[src/rtl/core/tmdc_pkg.sv]
`timescale 1ns / 1ps

package tmdc_pkg;

    // Register file indexes
    localparam logic [2:0] CFG_EAST_LIMIT = 3'd0;
    localparam logic [2:0] CFG_WEST_LIMIT = 3'd1;
    localparam logic [2:0] CFG_START_BAND = 3'd2;
    localparam logic [2:0] CFG_STOP_BAND  = 3'd3;
    localparam logic [2:0] CFG_SUPPLY_ON  = 3'd4;
    localparam logic [2:0] CFG_SUPPLY_OFF = 3'd5;

    // Register reset values
    localparam logic signed [15:0] EAST_LIMIT_RST = 16'sd2500;
    localparam logic signed [15:0] WEST_LIMIT_RST = 16'sd4500;
    localparam logic [14:0]        START_BAND_RST = 15'd100;
    localparam logic [14:0]        STOP_BAND_RST  = 15'd20;
    localparam logic [11:0]        SUPPLY_ON_RST  = 12'd1241;
    localparam logic [11:0]        SUPPLY_OFF_RST = 12'd1016;

    // Key codes
    localparam logic [1:0] KEY_NONE  = 2'd0;
    localparam logic [1:0] KEY_RAISE = 2'd1;
    localparam logic [1:0] KEY_LOWER = 2'd2;

    // Motor drive codes
    localparam logic [1:0] DRIVE_OFF = 2'd0;
    localparam logic [1:0] DRIVE_FWD = 2'd1;
    localparam logic [1:0] DRIVE_BWD = 2'd2;

    typedef struct packed {
        logic signed [15:0] east_bound;
        logic signed [15:0] west_bound;
        logic [14:0]        start_band;
        logic [14:0]        stop_band;
        logic [11:0]        supply_on;
        logic [11:0]        supply_off;
    } t_cfg;

    typedef struct packed {
        logic signed [15:0] measured_pitch;
        logic [11:0]        supply_sample;
        logic               target_valid;
        logic signed [15:0] new_target;
        logic [1:0]         key_code;
    } t_item;

    typedef struct packed {
        logic [1:0] drive;
        logic       dead_time_request;
        logic       at_east_limit;
        logic       at_west_limit;
        logic       supply_good;
    } t_result;

endpackage

[src/rtl/core/tmdc_cfg_regs.sv]
`timescale 1ns / 1ps

module tmdc_cfg_regs (
    input  logic                 i_clk,
    input  logic                 i_rst_n,
    input  logic                 i_cfg_wr_en,
    input  logic [2:0]           i_cfg_index,
    input  logic [15:0]          i_cfg_data,
    output tmdc_pkg::t_cfg       o_cfg
);
    import tmdc_pkg::*;

    t_cfg r_cfg;

    // Load the addressed register; unknown indexes are dropped
    always_ff @(posedge i_clk) begin
        if (!i_rst_n) begin
            r_cfg.east_bound <= EAST_LIMIT_RST;
            r_cfg.west_bound <= WEST_LIMIT_RST;
            r_cfg.start_band <= START_BAND_RST;
            r_cfg.stop_band  <= STOP_BAND_RST;
            r_cfg.supply_on  <= SUPPLY_ON_RST;
            r_cfg.supply_off <= SUPPLY_OFF_RST;
        end else if (i_cfg_wr_en) begin
            case (i_cfg_index)
                CFG_EAST_LIMIT: r_cfg.east_bound <= signed'(i_cfg_data);
                CFG_WEST_LIMIT: r_cfg.west_bound <= signed'(i_cfg_data);
                CFG_START_BAND: r_cfg.start_band <= i_cfg_data[14:0];
                CFG_STOP_BAND:  r_cfg.stop_band  <= i_cfg_data[14:0];
                CFG_SUPPLY_ON:  r_cfg.supply_on  <= i_cfg_data[11:0];
                CFG_SUPPLY_OFF: r_cfg.supply_off <= i_cfg_data[11:0];
                default: ;
            endcase
        end
    end

    assign o_cfg = r_cfg;

endmodule

[src/rtl/core/tmdc_ctrl.sv]
`timescale 1ns / 1ps

module tmdc_ctrl (
    input  logic                 i_clk,
    input  logic                 i_rst_n,
    input  logic                 i_adv,
    input  tmdc_pkg::t_item      i_item,
    input  tmdc_pkg::t_cfg       i_cfg,
    output tmdc_pkg::t_result    o_res
);
    import tmdc_pkg::*;

    logic signed [15:0] r_target;
    logic               r_supply_ok;
    logic               r_auto_raise;
    logic               r_auto_lower;
    logic               r_manual_raise;
    logic               r_manual_lower;
    logic               r_auto_active;
    logic               r_pause_raise;
    logic               r_pause_lower;

    logic signed [15:0] n_target;
    logic               n_supply_ok;
    logic               n_auto_raise;
    logic               n_auto_lower;
    logic               n_manual_raise;
    logic               n_manual_lower;
    logic               n_auto_active;
    logic               n_pause_raise;
    logic               n_pause_lower;

    logic               east;
    logic               west;
    logic               dead;
    logic signed [16:0] err;
    logic signed [16:0] band_pos;
    logic signed [16:0] band_neg;
    logic [16:0]        mag;
    logic [1:0]         drive;

    // End limits: west is checked only when east is not reached
    assign east = i_item.measured_pitch < i_cfg.east_bound;
    assign west = !east && (i_item.measured_pitch > i_cfg.west_bound);

    // Supply hysteresis, on test first
    always_comb begin
        n_supply_ok = r_supply_ok;
        if (i_item.supply_sample > i_cfg.supply_on) begin
            n_supply_ok = 1'b1;
        end else if (i_item.supply_sample < i_cfg.supply_off) begin
            n_supply_ok = 1'b0;
        end
    end

    // Error against the target, exact at 17 bits
    assign n_target = i_item.target_valid ? i_item.new_target : r_target;
    assign err      = 17'(i_item.measured_pitch) - 17'(n_target);
    assign mag      = err[16] ? 17'(-err) : 17'(err);
    assign band_pos = signed'({2'b00, i_cfg.start_band});
    assign band_neg = -band_pos;

    // Automatic decision, then key override, then drive choice
    always_comb begin
        dead           = 1'b0;
        n_auto_raise   = r_auto_raise;
        n_auto_lower   = r_auto_lower;
        n_manual_raise = r_manual_raise;
        n_manual_lower = r_manual_lower;
        n_auto_active  = r_auto_active;
        n_pause_raise  = r_pause_raise;
        n_pause_lower  = r_pause_lower;
        drive          = DRIVE_OFF;

        if (r_auto_active) begin
            if (err > band_pos) begin
                dead          = r_pause_raise;
                n_auto_raise  = 1'b1;
                n_auto_lower  = 1'b0;
                n_pause_raise = 1'b0;
                n_pause_lower = 1'b1;
            end else if (err < band_neg) begin
                dead          = r_pause_lower;
                n_auto_lower  = 1'b1;
                n_auto_raise  = 1'b0;
                n_pause_lower = 1'b0;
                n_pause_raise = 1'b1;
            end else if (mag < {2'b00, i_cfg.stop_band}) begin
                n_auto_raise = 1'b0;
                n_auto_lower = 1'b0;
            end
        end

        case (i_item.key_code)
            KEY_RAISE, KEY_LOWER: begin
                if (r_auto_active) begin
                    dead = 1'b1;
                end
                if (i_item.key_code == KEY_RAISE) begin
                    n_manual_raise = 1'b1;
                end else begin
                    n_manual_lower = 1'b1;
                end
                n_auto_raise  = 1'b0;
                n_auto_lower  = 1'b0;
                n_auto_active = 1'b0;
                n_pause_raise = 1'b1;
                n_pause_lower = 1'b1;
            end
            KEY_NONE: begin
                n_manual_raise = 1'b0;
                n_manual_lower = 1'b0;
                n_auto_active  = 1'b1;
            end
            default: ;
        endcase

        if (n_supply_ok) begin
            if ((n_auto_raise || n_manual_raise) && !east) begin
                drive = DRIVE_FWD;
            end else if ((n_auto_lower || n_manual_lower) && !west) begin
                drive = DRIVE_BWD;
            end
        end
    end

    // Commit state when the item moves to the result register
    always_ff @(posedge i_clk) begin
        if (!i_rst_n) begin
            r_target       <= '0;
            r_supply_ok    <= 1'b0;
            r_auto_raise   <= 1'b0;
            r_auto_lower   <= 1'b0;
            r_manual_raise <= 1'b0;
            r_manual_lower <= 1'b0;
            r_auto_active  <= 1'b0;
            r_pause_raise  <= 1'b1;
            r_pause_lower  <= 1'b1;
        end else if (i_adv) begin
            r_target       <= n_target;
            r_supply_ok    <= n_supply_ok;
            r_auto_raise   <= n_auto_raise;
            r_auto_lower   <= n_auto_lower;
            r_manual_raise <= n_manual_raise;
            r_manual_lower <= n_manual_lower;
            r_auto_active  <= n_auto_active;
            r_pause_raise  <= n_pause_raise;
            r_pause_lower  <= n_pause_lower;
        end
    end

    assign o_res.drive             = drive;
    assign o_res.dead_time_request = dead;
    assign o_res.at_east_limit     = east;
    assign o_res.at_west_limit     = west;
    assign o_res.supply_good       = n_supply_ok;

endmodule

[src/rtl/core/tilt_motor_deadband_controller.sv]
`timescale 1ns / 1ps

// Tilt motor dead-band controller. One item per clock is accepted on the
// input channel while o_in_stall is low and yields exactly one result: the
// item is captured in an input register, the drive decision and controller
// state update are made by compare logic on it, and the result is held in an
// output register until transferred. A stalled output holds that register
// and, once the input register is full, the whole two-entry pipeline; a
// drained one lets a new item in every cycle. Configuration writes take
// effect on the next clock and are meant to be made while no item is in flight.
module tilt_motor_deadband_controller (
    input  logic        i_clk,
    input  logic        i_rst_n,
    // Configuration
    input  logic        i_cfg_wr_en,
    input  logic [2:0]  i_cfg_index,
    input  logic [15:0] i_cfg_data,
    // Input channel
    input  logic        i_in_valid,
    output logic        o_in_stall,
    input  logic signed [15:0] i_measured_pitch,
    input  logic [11:0] i_supply_sample,
    input  logic        i_target_valid,
    input  logic signed [15:0] i_new_target,
    input  logic [1:0]  i_key_code,
    // Result channel
    output logic        o_out_valid,
    input  logic        i_out_stall,
    output logic [1:0]  o_drive,
    output logic        o_dead_time_request,
    output logic        o_at_east_limit,
    output logic        o_at_west_limit,
    output logic        o_supply_good
);
    import tmdc_pkg::*;

    t_cfg    cfg;
    t_item   r_s1_item;
    logic    r_s1_valid;
    t_result s2_res;
    t_result r_out_res;
    logic    r_out_valid;
    logic    s2_free;
    logic    adv;
    logic    in_xfer;

    tmdc_cfg_regs u_cfg (
        .i_clk       (i_clk),
        .i_rst_n     (i_rst_n),
        .i_cfg_wr_en (i_cfg_wr_en),
        .i_cfg_index (i_cfg_index),
        .i_cfg_data  (i_cfg_data),
        .o_cfg       (cfg)
    );

    // Pipeline flow control
    assign s2_free    = !r_out_valid || !i_out_stall;
    assign adv        = r_s1_valid && s2_free;
    assign o_in_stall = r_s1_valid && !s2_free;
    assign in_xfer    = i_in_valid && !o_in_stall;

    // Capture the input transfer
    always_ff @(posedge i_clk) begin
        if (!i_rst_n) begin
            r_s1_valid <= 1'b0;
        end else if (!o_in_stall) begin
            r_s1_valid <= i_in_valid;
        end
    end

    always_ff @(posedge i_clk) begin
        if (in_xfer) begin
            r_s1_item.measured_pitch <= i_measured_pitch;
            r_s1_item.supply_sample  <= i_supply_sample;
            r_s1_item.target_valid   <= i_target_valid;
            r_s1_item.new_target     <= i_new_target;
            r_s1_item.key_code       <= i_key_code;
        end
    end

    tmdc_ctrl u_ctrl (
        .i_clk   (i_clk),
        .i_rst_n (i_rst_n),
        .i_adv   (adv),
        .i_item  (r_s1_item),
        .i_cfg   (cfg),
        .o_res   (s2_res)
    );

    // Hold the result until it is transferred
    always_ff @(posedge i_clk) begin
        if (!i_rst_n) begin
            r_out_valid <= 1'b0;
        end else if (s2_free) begin
            r_out_valid <= r_s1_valid;
        end
    end

    always_ff @(posedge i_clk) begin
        if (adv) begin
            r_out_res <= s2_res;
        end
    end

    assign o_out_valid         = r_out_valid;
    assign o_drive             = r_out_res.drive;
    assign o_dead_time_request = r_out_res.dead_time_request;
    assign o_at_east_limit     = r_out_res.at_east_limit;
    assign o_at_west_limit     = r_out_res.at_west_limit;
    assign o_supply_good       = r_out_res.supply_good;

endmodule

[config.mk]
export PLATFORM = sky130hd
export DESIGN_NAME = tilt_motor_deadband_controller
export DESIGN_NICKNAME = d
export VERILOG_FILES = /design/src/rtl/core/tmdc_pkg.sv /design/src/rtl/core/tmdc_cfg_regs.sv /design/src/rtl/core/tmdc_ctrl.sv /design/src/rtl/core/tilt_motor_deadband_controller.sv
export SDC_FILE = /design/constraint.sdc
export NUM_CORES = 1
export LEC_CHECK = 0
export ABC_AREA = 1
export BUFFER_PORTS_ARGS = -buffer_cell sky130_fd_sc_hd__buf_2
export CORE_ASPECT_RATIO = 0.8
export CORE_MARGIN = 2
export CORE_UTILIZATION = 49
export CTS_CLUSTER_SIZE = 12
export DETAILED_ROUTE_END_ITERATION = 7
export GPL_TIMING_DRIVEN = 0
export PLACE_DENSITY = 0.67
export SYNTH_ARGS = -nofsm -noshare
export SYNTH_HDL_FRONTEND = slang
export SYNTH_SLANG_ARGS = --single-unit
[constraint.sdc]
create_clock -name i_clk -period 13.05 [get_ports i_clk]
set_input_delay 0.6525 -clock i_clk [delete_from_list [all_inputs] [get_ports i_clk]]
set_output_delay 0.6525 -clock i_clk [all_outputs]
set_load 0.05 [all_outputs]
---- Word-level counts from Yosys, hierarchy flattened ----
Cells that the tools add are included.
Widths: inputs -> output; s select.
operators by class
  mux-type cells .......................... 34
  bitwise operators ....................... 1
  reduce and logical (&&, ||, !) cells .... 30
  eq/ne operators ......................... 7
  $add $sub $neg .......................... 3
  magnitude comparators ................... 7
operators with widths
  operator            number
  $mux 1              28
  $gt 17x16->1        1
  $lt 17x15->1        1
  $lt 17x17->1        1
  $mux 17             1
  $neg 15->17         1
  $neg 17->17         1
  $sub 16x16->17      1
  $gt 16x16->1        1
  $lt 16x16->1        1
  $mux 16             1
  $reduce_and 2->1    7
  $gt 12x12->1        1
  $lt 12x12->1        1
  $eq 3x2->1 const B  2
  $eq 3x3->1 const B  2
  $logic_and 1x1->1   6
  $logic_not 1->1     6
  $pmux 1 s2          3
  $reduce_bool 2->1   2
  $reduce_or 2->1     2
  $eq 3x1->1 const B  1
  $logic_not 3->1     1
  $logic_or 1x1->1    3
  7 further kinds     7
storage, ports and cells
  output and inout port bits .............. 8
  register bits ........................... 165
  word-level logic and storage cells ...... 110
  bits of input ports ..................... 71

---- Longest topological paths before layout ----
  depth in word-level cells ............... 14
  depth in mapped cells ................... 34

---- Cells and area by module ----
From an unflattened synthesis, not the netlist that was laid out.
unflattened totals
  cell total of the unflattened synthesis .. 1424
  area total of the unflattened synthesis .. 10627.7 sq um
modules (own cells, without submodules)
  module                          times used  area each (sq um)  cells each
  tmdc_ctrl                       1           5579.1             886
  tmdc_cfg_regs                   1           3362.0             472
  tilt_motor_deadband_controller  1           1686.6             66

---- Least setup slack after synthesis ----
Ideal clock, no wire load.
  path kind ............................... register to register
  start point ............................. register r_s1_item[18] (netlist name)
  end point ............................... register r_out_res, in the netlist o_drive[1] (data pin)
  setup slack ............................. 8.774 ns
  period minus slack after synthesis ...... 4.276 ns
  stages on the path, launching flop included .. 30
  data arrival time ....................... 4.021 ns
  data required time ...................... 12.795 ns
  library setup time ...................... 0.255 ns
  cell sequence ........................... edfxtp_1 clkbuf_1 buf_2 mux2i_1 fa_1 inv_1 ha_1 inv_1 nor2_1 nand2_1 nor2_2 nand3_1 nor2_1 nand3_1 nand2_1 xor2_1 inv_1 ha_1 a21oi_1 nor3_1 a211oi_1 a21oi_1 nor2_1 nand3_2 nand2_1 nand2_1 nand2_1 nand3_1 nand2_1 nor2_1
on the way
  cells in the longest elaborated chain, start to end .. 13
ends and longest elaborated chain
  item                                              RTL line                               text
  from (decl)                                       tilt_motor_deadband_controller.sv:38   t_item r_s1_item;
  $mux 16 *                                         tmdc_ctrl.sv:57                        assign n_target = i_item.target_valid ? i_item.new_target : r_target;
  $sub 16x16->17 *                                  tmdc_ctrl.sv:58                        assign err = 17'(i_item.measured_pitch) - 17'(n_target);
  $neg 17->17                                       tmdc_ctrl.sv:59                        assign mag = err[16] ? 17'(-err) : 17'(err);
  $mux 17                                           tmdc_ctrl.sv:59
  $lt 17x15->1                                      tmdc_ctrl.sv:88                        end else if (mag < {2'b00, i_cfg.stop_band}) begin
  $mux 1                                            tmdc_ctrl.sv:88
  $mux 1                                            tmdc_ctrl.sv:82                        end else if (err < band_neg) begin
  $mux 1                                            tmdc_ctrl.sv:76                        if (err > band_pos) begin
  $mux 1                                            tmdc_ctrl.sv:75                        if (r_auto_active) begin
  $mux 1                                            tmdc_ctrl.sv:94                        case (i_item.key_code)
  $logic_or 1x1->1 (on tied branches)               tmdc_ctrl.sv:121, tmdc_ctrl.sv:119
  $logic_and 1x1->1 (on tied branches)              tmdc_ctrl.sv:121, tmdc_ctrl.sv:119
  $mux 2 / $reduce_or 2->1 (equally long branches)  n/a
  to (signal assigned)                              tilt_motor_deadband_controller.sv:101  r_out_res <= s2_res;
  to (decl)                                         tilt_motor_deadband_controller.sv:41   t_result r_out_res;
Every way passes the cells marked *; elsewhere a longest branch is shown, timed or not.
A chain may end at the register's enable or synchronous reset.

---- Final worst setup path ----
Same ends and word-level chain as after synthesis.

==> results.toml <==
[outcome]
status = "finished, final reports clean"

[clock_network]
clkTransAtPathRegs_ns = 0.07
cts_root_buf = "clkbuf_16"
cts.path.max_buffers = 2
cts.sinks = 165
tritoncts = "yes"
cts.repair.resized = 0
insertion_delay_ns = 0.43
cts_made_buffers = 17
cts_max_level = 4
ctsHoldBuffers = 0
post_cts_buffers = 0

[worst_setup_path]
crit_path_max_fanout = 10
cpMostUsedCell = "nand2_1"
crit_path_end_kind = "register"
cp.buffers_inverters = 5
crit_path_start_kind = "register"
crit_type = "register to register"
required_ns = 13.23
cp_top_family = "simple AND/OR/NAND/NOR gates"
cpMaxStageDelayCell = "fa_1"
critPathArrivalTime_ns = 5.24
crit_path_max_incr_delay_ns = 0.61

[global_routing]
grt_pass1_wl_um = 42000
grt_usage_pct = 25.3
grt_start_max_net_pins = 35
grt_pass1_vias = 8138
overflow = 0
antenna_found_initial = 2

[placed_design]
place_inst = 1586
post-place-ws_ns = 8.04
gp_congestion = 0.907
port_buffers = 78
place_hpwl_um = 20400

[sta]
relSlewSlack_pct = 39.7
finalWorstPathRequiredPeriod_ns = 5.05
rsz0062_at_grt = "no"
setup_viol = 0
drv_slew = 0
tns_ns = 0
timing.final.crit_share_pct = 38.7
fin_hold_ws_ns = 0.390
worst_slack_ns = 8.00
fmax_mhz = 198
worst_clock_skew_ns = 0.00737
tightest_slew_ns = 0.897
finalHoldViolations = 0

[layout]
fin_cells = 1618
syn_to_final_growth_pct = 13.2
drive_gt1_share_pct = 11.3
diodes = 0
fin_nets = 1530

[die]
rows = 46
die_x_um = 163
start_util_pct = 50.0
dieHeight_um = 131
core-area_um2 = 19900
ios = 79
fp.dieArea_um2 = 21400

[synth]
synth_flop_cell = "dfxtp_1"
synth.distinct_cells = 41
syn-cell-area_um2 = 9920
synth_top_area_share_pct = 22.6
synth-edff-count = 53
syn_avg_cell_area_um2 = 7.98
synth-async-reset-ratio_pct = 0
synth_seq_cells = 165
yosys-mux-area-fraction_pct = 1.51
synth_xor_area_share_pct = 2.46
yosys-top-cells-area = "dfxtp_1 (23%), edfxtp_1 (16%), ha_1 (15%)"
yosysTopAreaCell = "dfxtp_1"
synthAdderAreaFrac_pct = 15.0
synth_compound_area_share_pct = 14.8
synth_nets = 1432
syn_inst = 1243
synth_top_family_by_area = "simple AND/OR/NAND/NOR gates"
synthSimpleGateAreaFrac_pct = 18.8
synth_seq_area_share_pct = 38.6
yosysWarnings = 0

[worst_hold_path]
hold_class = "primary input to register"

[power_and_ir_drop]
leakagePower_nw = 5.21
powerDensity_nw_per_um2 = 129
total_power_mw = 1.45
peakVddDrop_mv = 0.102

[route]
first_pass_iters = 6
first_iter_violations = 779
wl_per_cell_um = 16.0
drc = 0
ant_nets = 0
detail_route.wirelength_um = 25900
vias = 8520
viasPerCell = 5.27

[run]
drv_cap = 0
## sequential cells by signal, summed over array words and instances, names as in the netlist, 2 cells and up
register         count
o_drive              2
u_ctrl.r_target     16
u_cfg.o_cfg         86
r_s1_item           47
## power breakdown
group	internal [mW]	switching, mW	leakage [nW]
Clock	0.280	0.210	0.271
Combinational	0.140	0.252	3.51
Sequential	0.557	0.0133	1.43
Total	0.977	0.475	5.21
## per-layer routing
layer / track usage (%) / vias to the layer above / wire length (um)
met2: 38.6 / 198 / 11400
li1: - / 4350 / -
met1: 37.6 / 3948 / 12900
met4: 6.93 / 0 / 418
met3: 3.16 / 24 / 1220
met5: 0 / - / 0
## cell type report
| cell class | instances | area [um2] |
|---|---|---|
| clock inverter | 9 | 93.8 |
| timing repair buffer | 79 | 410 |
| tap | 264 | 330 |
| clock buffer | 23 | 478 |
| multi-input combinational | 845 | 5210 |
| sequential | 165 | 3830 |
| inverter | 202 | 758 |
| fill | 1851 | 8620 |
| buffer | 31 | 121 |
## cell usage in the layout, fill, tap and decap left out, types with 16 or more instances in the layout
cell type	instances
inv_1	192
clkbuf_1	32
o21ai_0	75
buf_2	79
nand2_1	222
clkbuf_16	17
ha_1	117
nand3_1	50
dfxtp_1	112
a21oi_1	112
nor2_1	90
nand4_1	16
o211ai_1	33
a211oi_1	21
xor2_1	25
edfxtp_1	53
## path summary, 6_finish.rpt
check                      from                  to  slack, ns  cells past startpoint
min          i_supply_sample[8]       r_s1_item[27]       0.39                      1
max reg2reg       r_s1_item[18]          o_drive[1]       8.00                     29
min reg2reg  u_ctrl.r_target[0]  u_ctrl.r_target[0]       0.46                      2
max               r_s1_item[18]          o_drive[1]       8.00                     29
## cells in the mapped netlist, types with 13 or more instances
library cell,instances
nand2_1,222
inv_1,193
ha_1,117
a21oi_1,112
dfxtp_1,112
nor2_1,90
o21ai_0,75
edfxtp_1,53
nand3_1,50
o211ai_1,33
clkbuf_1,29
xor2_1,25
a211oi_1,21
nand4_1,16
mux2i_1,15
nand2_2,13
nor3_1,13
## metrics by stage
step / cell area [um2] / utilization [%]
2_1_floorplan: 9920 / -
3_3_place_gp: 10600 / 53.6
3_5_place_dp: 10700 / 53.7
6_report: 11200 / 56.6
4_1_cts: 11200 / 56.6
5_1_grt: 11200 / 56.6
## logic make-up (layout without fill, tap and decap cells)
| family | Yosys count | in the layout |
|---|---|---|
| flops | 165 | 165 |
| simple gates | 428 | 428 |
| fa+ha+maj | 118 | 118 |
| xor+xnor | 27 | 27 |
| mux | 15 | 15 |
| compound gates | 257 | 257 |
| buf+inv | 233 | 344 |
## worst reg2reg max path: cells and delay by family, from the launching register on
kind,cells,cell delay [ns]
xor gates and xnor gates,1,0.14
and+or+nand+nor,16,1.33
buffers and inverters,5,1.01
AOI/OAI and AO/OA,3,0.44
DFF,1,0.33
muxes,1,0.50
adders and majority gates,3,1.08
Note: power is estimated with default switching activity, not from simulation.
